===== src/rtl/core/rc4_stream_cipher_macros.svh =====
// assertion macros for the rc4 stream cipher rtl
// used by the sequencer, no other dependencies
`ifndef RC4_STREAM_CIPHER_MACROS_SVH
`define RC4_STREAM_CIPHER_MACROS_SVH

// plain property, checked at every rising clock edge outside reset
`define RC4_ASSERT(name, clk, rst_n, prop, msg) \
  name: assert property (@(posedge clk) disable iff (!rst_n) (prop)) else $error(msg);

// overlapping implication, checked outside reset
`define RC4_ASSERT_IMP(name, clk, rst_n, ante, cons, msg) \
  name: assert property (@(posedge clk) disable iff (!rst_n) (ante) |-> (cons)) else $error(msg);

// next-cycle implication, checked outside reset
`define RC4_ASSERT_NXT(name, clk, rst_n, ante, cons, msg) \
  name: assert property (@(posedge clk) disable iff (!rst_n) (ante) |=> (cons)) else $error(msg);

`endif


===== src/rtl/core/rc4_pkg.sv =====
// shared types, codes and helpers for the rc4 stream cipher
// no dependencies
`default_nettype none

package rc4_pkg;

  localparam int unsigned ADDR_W        = 8;
  localparam int unsigned DATA_W        = 8;
  localparam int unsigned MAX_KEY_BYTES = 16;
  localparam int unsigned KEY_W         = MAX_KEY_BYTES * DATA_W;
  localparam int unsigned KEY_IDX_W     = $clog2(MAX_KEY_BYTES);
  localparam int unsigned KEY_LEN_W     = 5;
  localparam int unsigned CFG_IDX_W     = 2;
  localparam int unsigned CFG_DATA_W    = 64;

  localparam logic CMD_CRYPT    = 1'b0;
  localparam logic CMD_SCHEDULE = 1'b1;

  localparam logic [CFG_IDX_W-1:0] CFG_KEY_LOW  = 2'd0;
  localparam logic [CFG_IDX_W-1:0] CFG_KEY_HIGH = 2'd1;
  localparam logic [CFG_IDX_W-1:0] CFG_KEY_LEN  = 2'd2;

  localparam logic [KEY_LEN_W-1:0] KEY_LEN_RESET = 5'd16;

  // one read and one write request to the permutation store per cycle
  typedef struct packed {
    logic              rd_en;
    logic [ADDR_W-1:0] rd_addr;
    logic              wr_en;
    logic [ADDR_W-1:0] wr_addr;
    logic [DATA_W-1:0] wr_data;
    logic              clear;
  } mem_req_t;

  typedef struct packed {
    logic [DATA_W-1:0] data;
    logic              last;
    logic              sched_done;
  } res_t;

  // index of the last key byte used, length clamped to 1..MAX_KEY_BYTES
  function automatic logic [KEY_IDX_W-1:0] key_last_idx(input logic [KEY_LEN_W-1:0] len);
    logic [KEY_LEN_W-1:0] n;
    n = len;
    if (n == '0) begin
      n = KEY_LEN_W'(1);
    end else if (n > KEY_LEN_W'(MAX_KEY_BYTES)) begin
      n = KEY_LEN_W'(MAX_KEY_BYTES);
    end
    n = n - KEY_LEN_W'(1);
    return n[KEY_IDX_W-1:0];
  endfunction

  function automatic logic [DATA_W-1:0] key_byte(input logic [KEY_W-1:0] key,
                                                 input logic [KEY_IDX_W-1:0] idx);
    return key[{idx, 3'b000} +: DATA_W];
  endfunction

endpackage

`default_nettype wire


===== src/rtl/core/rc4_sbox.sv =====
// permutation store: 256 x 8 synchronous memory, one read and one write port
// uses rc4_pkg; entries without a valid bit read back as their own index
`default_nettype none

module rc4_sbox (
  input  logic                      clk_i,
  input  logic                      rst_ni,
  input  rc4_pkg::mem_req_t         req_i,
  output logic [rc4_pkg::DATA_W-1:0] rd_data_o
);
  import rc4_pkg::*;

  localparam int unsigned DEPTH = 2 ** ADDR_W;

  logic [DATA_W-1:0] mem_q [DEPTH];
  logic [DATA_W-1:0] mem_rd_q;
  logic [DEPTH-1:0]  valid_q;
  logic              use_mem_q;
  logic [DATA_W-1:0] alt_q;

  always_ff @(posedge clk_i) begin
    if (req_i.wr_en) begin
      mem_q[req_i.wr_addr] <= req_i.wr_data;
    end
    if (req_i.rd_en) begin
      mem_rd_q <= mem_q[req_i.rd_addr];
    end
  end

  // identity is restored by dropping every valid bit
  always_ff @(posedge clk_i or negedge rst_ni) begin
    if (!rst_ni) begin
      valid_q   <= '0;
      use_mem_q <= 1'b0;
      alt_q     <= '0;
    end else begin
      if (req_i.clear) begin
        valid_q <= '0;
      end else if (req_i.wr_en) begin
        valid_q[req_i.wr_addr] <= 1'b1;
      end
      if (req_i.rd_en) begin
        priority if (req_i.wr_en && (req_i.wr_addr == req_i.rd_addr)) begin
          // write-through for a read of the entry being written
          use_mem_q <= 1'b0;
          alt_q     <= req_i.wr_data;
        end else if (req_i.clear || !valid_q[req_i.rd_addr]) begin
          use_mem_q <= 1'b0;
          alt_q     <= req_i.rd_addr;
        end else begin
          use_mem_q <= 1'b1;
        end
      end
    end
  end

  assign rd_data_o = use_mem_q ? mem_rd_q : alt_q;

endmodule

`default_nettype wire


===== src/rtl/core/rc4_ctrl.sv =====
// sequencer for key schedule and crypt requests: read, read, write, write
// uses rc4_pkg and the assertion macros; drives rc4_sbox
`default_nettype none
`include "rc4_stream_cipher_macros.svh"

module rc4_ctrl (
  input  logic                          clk_i,
  input  logic                          rst_ni,
  input  logic                          in_valid_i,
  output logic                          in_ready_o,
  input  logic                          cmd_i,
  input  logic [rc4_pkg::DATA_W-1:0]    data_i,
  input  logic                          last_i,
  input  logic [rc4_pkg::KEY_W-1:0]     key_i,
  input  logic [rc4_pkg::KEY_LEN_W-1:0] key_len_i,
  output rc4_pkg::mem_req_t             req_o,
  input  logic [rc4_pkg::DATA_W-1:0]    rd_data_i,
  output rc4_pkg::res_t                 res_o,
  output logic                          res_push_o,
  input  logic                          res_free_i
);
  import rc4_pkg::*;

  localparam logic [1:0] ST_IDLE = 2'd0;
  localparam logic [1:0] ST_RD_B = 2'd1;
  localparam logic [1:0] ST_WR_A = 2'd2;
  localparam logic [1:0] ST_WR_B = 2'd3;

  logic [1:0]           state_q, state_d;
  logic                 cmd_q, cmd_d;
  logic [DATA_W-1:0]    data_q, data_d;
  logic                 last_q, last_d;
  logic [ADDR_W-1:0]    i_q, i_d;
  logic [ADDR_W-1:0]    j_q, j_d;
  logic [ADDR_W-1:0]    a_q, a_d;
  logic [ADDR_W-1:0]    b_q, b_d;
  logic [DATA_W-1:0]    va_q, va_d;
  logic [DATA_W-1:0]    vb_q, vb_d;
  logic [KEY_IDX_W-1:0] kidx_q, kidx_d;

  logic                 sched;
  logic [ADDR_W-1:0]    b_new;
  logic [ADDR_W-1:0]    t_addr;
  logic [DATA_W-1:0]    ks;
  logic [DATA_W-1:0]    kb;

  assign sched  = (cmd_q == CMD_SCHEDULE);
  assign kb     = sched ? key_byte(key_i, kidx_q) : '0;
  assign b_new  = j_q + rd_data_i + kb;
  assign t_addr = va_q + vb_q;

  // keystream entry after the swap: S[a] holds vb, S[b] holds va
  always_comb begin
    priority if (t_addr == b_q) begin
      ks = va_q;
    end else if (t_addr == a_q) begin
      ks = vb_q;
    end else begin
      ks = rd_data_i;
    end
  end

  always_comb begin
    state_d    = state_q;
    cmd_d      = cmd_q;
    data_d     = data_q;
    last_d     = last_q;
    i_d        = i_q;
    j_d        = j_q;
    a_d        = a_q;
    b_d        = b_q;
    va_d       = va_q;
    vb_d       = vb_q;
    kidx_d     = kidx_q;
    req_o      = '0;
    in_ready_o = 1'b0;
    res_push_o = 1'b0;

    unique case (state_q)
      ST_IDLE: begin
        in_ready_o = 1'b1;
        if (in_valid_i) begin
          cmd_d       = cmd_i;
          data_d      = data_i;
          last_d      = last_i;
          req_o.rd_en = 1'b1;
          if (cmd_i == CMD_SCHEDULE) begin
            req_o.clear   = 1'b1;
            req_o.rd_addr = '0;
            a_d           = '0;
            j_d           = '0;
            kidx_d        = '0;
          end else begin
            req_o.rd_addr = i_q + ADDR_W'(1);
            a_d           = i_q + ADDR_W'(1);
            i_d           = i_q + ADDR_W'(1);
          end
          state_d = ST_RD_B;
        end
      end
      ST_RD_B: begin
        va_d          = rd_data_i;
        j_d           = b_new;
        b_d           = b_new;
        req_o.rd_en   = 1'b1;
        req_o.rd_addr = b_new;
        state_d       = ST_WR_A;
      end
      ST_WR_A: begin
        vb_d          = rd_data_i;
        req_o.wr_en   = 1'b1;
        req_o.wr_addr = a_q;
        req_o.wr_data = rd_data_i;
        req_o.rd_en   = 1'b1;
        req_o.rd_addr = va_q + rd_data_i;
        state_d       = ST_WR_B;
      end
      ST_WR_B: begin
        // this write may repeat while the result waits for the output slot
        req_o.wr_en   = 1'b1;
        req_o.wr_addr = b_q;
        req_o.wr_data = va_q;
        if (sched && (a_q != '1)) begin
          a_d           = a_q + ADDR_W'(1);
          kidx_d        = (kidx_q == key_last_idx(key_len_i)) ? '0 : kidx_q + KEY_IDX_W'(1);
          req_o.rd_en   = 1'b1;
          req_o.rd_addr = a_q + ADDR_W'(1);
          state_d       = ST_RD_B;
        end else if (res_free_i) begin
          res_push_o = 1'b1;
          if (sched) begin
            i_d = '0;
            j_d = '0;
          end
          state_d = ST_IDLE;
        end
      end
      default: begin
        state_d = ST_IDLE;
      end
    endcase
  end

  assign res_o.data       = sched ? '0 : (data_q ^ ks);
  assign res_o.last       = last_q;
  assign res_o.sched_done = sched;

  always_ff @(posedge clk_i or negedge rst_ni) begin
    if (!rst_ni) begin
      state_q <= ST_IDLE;
      cmd_q   <= CMD_CRYPT;
      i_q     <= '0;
      j_q     <= '0;
      a_q     <= '0;
      kidx_q  <= '0;
    end else begin
      state_q <= state_d;
      cmd_q   <= cmd_d;
      i_q     <= i_d;
      j_q     <= j_d;
      a_q     <= a_d;
      kidx_q  <= kidx_d;
    end
  end

  always_ff @(posedge clk_i) begin
    data_q <= data_d;
    last_q <= last_d;
    b_q    <= b_d;
    va_q   <= va_d;
    vb_q   <= vb_d;
  end

  `RC4_ASSERT_IMP(a_no_idle_write, clk_i, rst_ni, state_q == ST_IDLE, !req_o.wr_en,
                  "permutation written while idle")
  `RC4_ASSERT_IMP(a_rdb_after_read, clk_i, rst_ni, state_q == ST_RD_B, $past(req_o.rd_en),
                  "second read step without a read issued before it")
  `RC4_ASSERT_NXT(a_sched_clears_idx, clk_i, rst_ni, res_push_o && sched,
                  (i_q == '0) && (j_q == '0), "indices not cleared after key schedule")
  `RC4_ASSERT_IMP(a_push_slot_free, clk_i, rst_ni, res_push_o,
                  res_free_i && (state_q == ST_WR_B), "result pushed into a full slot")

endmodule

`default_nettype wire


===== src/rtl/core/rc4_stream_cipher.sv =====
// top level of the rc4 stream cipher: stream ports, key registers, output slot
// uses rc4_pkg, rc4_ctrl and rc4_sbox
`default_nettype none

// RC4 engine on a 256 x 8 permutation memory with one read and one write port.
// Each request gives one result. A crypt request (tuser 0) reads S[i+1] on
// acceptance, then S[j], then writes the swap back while the keystream entry
// is read. Its result is written into the output register from the last write
// state, after which the sequencer returns to idle for the next request. A key
// schedule request (tuser 1) runs 256 steps (read S[acc], write S[k], write
// S[acc] while reading the next S[k]). Its result is written into the output
// register after the last step. A new request is taken only in idle, once the
// last one has given its result; the memory reads form a chain, where each
// read address comes from the data of the read before it. A full output
// register holds the sequencer in its last write until the register drains.
// The identity permutation is restored at reset and at the start of each
// schedule at once by per-entry valid bits, so there is no clearing pass. The
// user must write key registers and key length through the cfg port only while
// no request is in flight; the block itself does not enforce this. A key length
// of 0 acts as 1 and one above 16 as 16.
module rc4_stream_cipher (
  input  logic                           clk_i,
  input  logic                           rst_ni,
  input  logic                           s_axis_tvalid,
  output logic                           s_axis_tready,
  input  logic [7:0]                     s_axis_tdata,  // [7:0] data_in
  input  logic                           s_axis_tuser,  // [0] command
  input  logic                           s_axis_tlast,
  output logic                           m_axis_tvalid,
  input  logic                           m_axis_tready,
  output logic [7:0]                     m_axis_tdata,  // [7:0] data_out
  output logic                           m_axis_tuser,  // [0] schedule_done
  output logic                           m_axis_tlast,
  input  logic                           cfg_we_i,
  input  logic [rc4_pkg::CFG_IDX_W-1:0]  cfg_index_i,
  input  logic [rc4_pkg::CFG_DATA_W-1:0] cfg_data_i
);
  import rc4_pkg::*;

  logic [CFG_DATA_W-1:0] key_lo_q;
  logic [CFG_DATA_W-1:0] key_hi_q;
  logic [KEY_LEN_W-1:0]  key_len_q;

  mem_req_t          mem_req;
  logic [DATA_W-1:0] mem_rd_data;
  res_t              res;
  logic              res_push;
  logic              res_free;

  logic              out_valid_q;
  res_t              out_q;

  always_ff @(posedge clk_i or negedge rst_ni) begin
    if (!rst_ni) begin
      key_lo_q  <= '0;
      key_hi_q  <= '0;
      key_len_q <= KEY_LEN_RESET;
    end else if (cfg_we_i) begin
      unique case (cfg_index_i)
        CFG_KEY_LOW:  key_lo_q  <= cfg_data_i;
        CFG_KEY_HIGH: key_hi_q  <= cfg_data_i;
        CFG_KEY_LEN:  key_len_q <= cfg_data_i[KEY_LEN_W-1:0];
        default: ;
      endcase
    end
  end

  rc4_ctrl u_ctrl (
    .clk_i      (clk_i),
    .rst_ni     (rst_ni),
    .in_valid_i (s_axis_tvalid),
    .in_ready_o (s_axis_tready),
    .cmd_i      (s_axis_tuser),
    .data_i     (s_axis_tdata),
    .last_i     (s_axis_tlast),
    .key_i      ({key_hi_q, key_lo_q}),
    .key_len_i  (key_len_q),
    .req_o      (mem_req),
    .rd_data_i  (mem_rd_data),
    .res_o      (res),
    .res_push_o (res_push),
    .res_free_i (res_free)
  );

  rc4_sbox u_sbox (
    .clk_i     (clk_i),
    .rst_ni    (rst_ni),
    .req_i     (mem_req),
    .rd_data_o (mem_rd_data)
  );

  // output slot, refilled in the cycle it is drained
  assign res_free = !out_valid_q || m_axis_tready;

  always_ff @(posedge clk_i or negedge rst_ni) begin
    if (!rst_ni) begin
      out_valid_q <= 1'b0;
    end else if (res_push) begin
      out_valid_q <= 1'b1;
    end else if (m_axis_tready) begin
      out_valid_q <= 1'b0;
    end
  end

  always_ff @(posedge clk_i) begin
    if (res_push) begin
      out_q <= res;
    end
  end

  assign m_axis_tvalid = out_valid_q;
  assign m_axis_tdata  = out_q.data;
  assign m_axis_tlast  = out_q.last;
  assign m_axis_tuser  = out_q.sched_done;

endmodule

`default_nettype wire

===== config.mk =====
export PLATFORM = sky130hd
export DESIGN_NAME = rc4_stream_cipher
export DESIGN_NICKNAME = d
export VERILOG_FILES = /design/src/rtl/core/rc4_pkg.sv /design/src/rtl/core/rc4_sbox.sv /design/src/rtl/core/rc4_ctrl.sv /design/src/rtl/core/rc4_stream_cipher.sv
export VERILOG_INCLUDE_DIRS = /design/src /design/src/rtl/core
export SDC_FILE = /design/constraint.sdc
export NUM_CORES = 2
export LEC_CHECK = 0
export ABC_CLOCK_PERIOD_IN_PS = 15500
export BUFFER_PORTS_ARGS = -buffer_cell sky130_fd_sc_hd__buf_4
export CAP_MARGIN = 0
export CORE_ASPECT_RATIO = 1.4
export CORE_MARGIN = 4
export CORE_UTILIZATION = 60
export CTS_CLUSTER_DIAMETER = 50
export CTS_CLUSTER_SIZE = 14
export DETAILED_ROUTE_END_ITERATION = 6
export GPL_TIMING_DRIVEN = 0
export PLACE_DENSITY = 0.76
export SKIP_CTS_REPAIR_TIMING = 1
export SLEW_MARGIN = 20
export SYNTH_ARGS = -nofsm -noshare
export SYNTH_HDL_FRONTEND = slang
export SYNTH_HIERARCHICAL = 1
export SYNTH_SLANG_ARGS = --single-unit

===== constraint.sdc =====
create_clock -name clk_i -period 15.5 [get_ports clk_i]
set_clock_uncertainty 0.15 [all_clocks]
set_input_delay 0.775 -clock clk_i [delete_from_list [all_inputs] [get_ports clk_i]]
set_output_delay 0.775 -clock clk_i [all_outputs]
set_load 0.05 [all_outputs]

==> results.tsv <==
stage	metric	value	unit
critical_path	reg2reg end	u_sbox/mem_rd_q[1]	
synth	Main synth FF type	edfxtp_1	
synth	Async S/R FF share, synth	17.0	%
min_path	Worst Hold Class	in2reg	
grt	vias in the first global route	56280	
timing	RSZ-0062 raised after global routing	no	
critical_path	crit-path max FO	10	
critical_path	Critical R2R Launch	u_ctrl/kidx_q[0]	
critical_path	r2r setup slk	4.94	ns
clock_tree	clk sink count	2529	
min_path	hold path start	cfg_data_i[1]	
clock_tree	Clk Latency, worst-skew pair	0.88	ns
critical_path	critical path class	reg2reg	
grt	initial antenna violation count	16	
critical_path	Crit. End Element	flip-flop	
clock_tree	Clock Pin Slew Worst Setup and Hold Paths	0.07	ns
route	Vias per Instance	6.98	
route	metal3 WL	34000	um
final_layout	non-filler instance count after layout	8015	
clock_tree	CTS tree	yes	
synth	Mapped Nets	5294	
route	Post-Route WL	305000	um
route	per-cell routed wire length	38.0	um
status	outcome	complete, but fails checks	
die	CORE AREA	169000	um^2
grt	pin count of the biggest net entering global routing	97	
status	failing checks	DRC	
route	uppermost routed layer	met5	
die	die area	177000	um^2
final_layout	number of fill cells	10532	
timing	final period utilization	68.1	%
route	DR iter-0 viols	8561	
grt	first-pass GRT wire length	427000	um
timing	Slew Limit Fails	0	
place	routability cong.	1.01	
die	initial core utilization	60.6	%
critical_path	CP Launch Type	flip-flop	
final_layout	P&R area growth vs syn	11.6	%
timing	f_max	94.7	MHz
final_layout	multi-input logic area	26900	um^2
critical_path	CP required	15.97	ns
critical_path	R2R depth	21	
timing	final setup violation count	0	
die	row count	178	
grt	total track usage	35.0	%
clock_tree	Root Driver	clkbuf_16	
synth	Synth Warn #	6	
route	via count	55932	
timing	Min Clock Period, post-route	10.56	ns
die	io pins	93	
critical_path	Critical path origin	u_ctrl/kidx_q[0]	
place	PortBufs	92	
route	DR pass1 iterations	7	
run	max_cap viols	0	
timing	final hold violations	0	
clock_tree	CTS Buffer Depth	3	
synth	synthesized area	102000	um^2
route	ANT nets after route	0	
die	Die Wd	357	um
final_layout	Final Core Density	67.6	%
critical_path	Critical Path AT	11.03	ns
route	M1 WL	94900	um
timing	setup_tns	0	ns
final_layout	register area	73800	um^2
synth	number of synthesized flops with an enable pin	2099	
route	DR WL met2	147000	um
timing	relative slew slack	10.2	%
timing	worst slew pin tran	1.35	ns
place	placed cell count	7565	
final_layout	fin nets	5708	
route	DRC	4	
synth	Yosys reg bits	2529	
synth	Avg Cell Area, Syn	19.7	um^2
final_layout	layout cells sized above 1	27.8	%
die	Die Y-Extent	496	um
synth	Seq/Total Area, Yosys	72.2	%
clock_tree	CTS H-Tree Depth	4	
place	HPWL after DPL	209000	um
critical_path	Critical Path Sink	u_sbox/mem_rd_q[1]	
grt	Congestion Overflow GR	0	
synth	post-synthesis cell count	5175	
clock_tree	TritonCTS Buffers	206	
synth	synth unique cells	81	
flip-flops by register name, summed over array words and instances, names as in the netlist, 64 cells and up:
register	cells
key_hi_q	64
key_lo_q	64
u_sbox/mem_q	2048
u_sbox/valid_q	256
cell type report:
cell class	instances	share of cell area, %
clock buffers	341	5.05
plain buffers	301	1.47
flip-flops and latches	2529	64.7
repair buffers	206	2.24
inverters	35	0.115
multi-input cells	2310	23.6
diodes	13	0.0285
well taps	2250	2.47
clock inverters	30	0.300
how the worst min path moves through the flow:
stage                                to  slack [ns]  cells past startpoint
floorplan                 u_ctrl/j_q[1]        0.30                      2
global placement    u_sbox/valid_q[104]        0.32                      2
detailed placement        u_ctrl/j_q[4]        0.33                      2
CTS                         key_hi_q[6]       -0.46                      1
global route                key_lo_q[1]      0.0007                      2
finish                     key_len_q[1]        0.01                      2
cells in the mapped netlist, types with 6 or more instances:
cell,instances,area (um^2)
nor2_1,749,2810
xor2_1,21,184
clkbuf_1,173,649
o22ai_1,15,93.8
mux2i_1,42,420
nand2b_1,20,125
a21oi_1,38,190
xnor2_1,34,298
mux2_2,91,1020
a21o_1,9,67.6
dfrtp_1,429,10700
nor2b_1,20,125
and2_1,12,75.1
edfxtp_1,2099,63000
or3_1,6,37.5
buf_6,15,169
buf_12,12,240
nor3_1,17,85.1
buf_1,26,97.6
ha_1,28,350
nand4_1,11,68.8
mux4_2,764,17200
o21ba_2,30,300
nand3_1,44,220
inv_1,33,124
a22oi_1,26,195
o21ai_0,46,230
buf_4,29,218
buf_2,46,230
a22o_1,12,105
fa_1,10,200
nand2_1,100,375
mux2_4,65,976
metal layers:
metal / vias to the layer above / GRT usage, %
li1: 21511 / -
met1: 28988 / 41.7
met2: 4255 / 55.5
met3: 1158 / 9.28
met4: 20 / 26.3
met5: - / 0
worst max-delay path, stage by stage, from the launching register on:
cell and delay (ns):
dfrtp_1 0.35, clkbuf_1 0.61, buf_1 0.85, mux4_2 0.66
mux4_2 0.67, and2_1 0.26, fa_1 0.52, inv_1 0.07
fa_1 0.53, o21ai_0 0.19, a21oi_1 0.10, o22ai_1 0.46
buf_2 0.42, buf_2 0.39, buf_2 0.55, buf_2 0.56
buf_2 0.69, buf_2 0.59, mux4_2 0.64, mux4_2 0.68
a22oi_1 0.20, nand2_1 0.09
placed cells by master, fill, tap and decap left out, types with 17 or more instances in the layout:
cell type,count
edfxtp_1,2099
mux4_2,764
nor2_1,664
dfrtp_1,429
clkbuf_1,258
clkbuf_16,209
buf_4,121
nand2_1,100
mux2_2,91
nor2_2,84
mux2_4,65
dlygate4sd3_1,64
buf_2,55
clkbuf_2,45
nand3_1,44
o21ai_0,43
mux2i_1,42
a21oi_1,38
buf_16,36
xnor2_1,34
inv_1,33
o21ba_2,30
ha_1,28
a22oi_1,26
xor2_1,21
nand2b_1,20
nor2b_1,20
buf_12,19
buf_6,17
nor3_1,17
cells by family (layout without fill, tap and decap cells):
logic type | count (synthesis) | after routing | synth area share, %
other | 0 | 13 | 0
AND/OR/NAND/NOR | 1013 | 1013 | 4.10
buffers and inverters | 336 | 913 | 1.70
adder cells (fa/ha/maj) | 38 | 38 | 0.539
XOR/XNOR | 59 | 59 | 0.562
AO/OA/AOI/OAI | 238 | 238 | 1.66
flip-flops | 2529 | 2529 | 72.2
multiplexers | 962 | 962 | 19.2
through the flow:
stage	area (um^2)	hold WS [ns]	worst slack, ns
2_1_floorplan	102000	0.300	1.87
3_3_place_gp	106000	0.322	-9.58
3_5_place_dp	107000	0.329	5.18
4_1_cts	113000	-0.459	5.17
5_1_grt	114000	0.000701	4.84
6_report	114000	0.0132	4.94
Power is not shown: default switching activity piles up to over one toggle a cycle in this logic, so the estimate is an artifact.
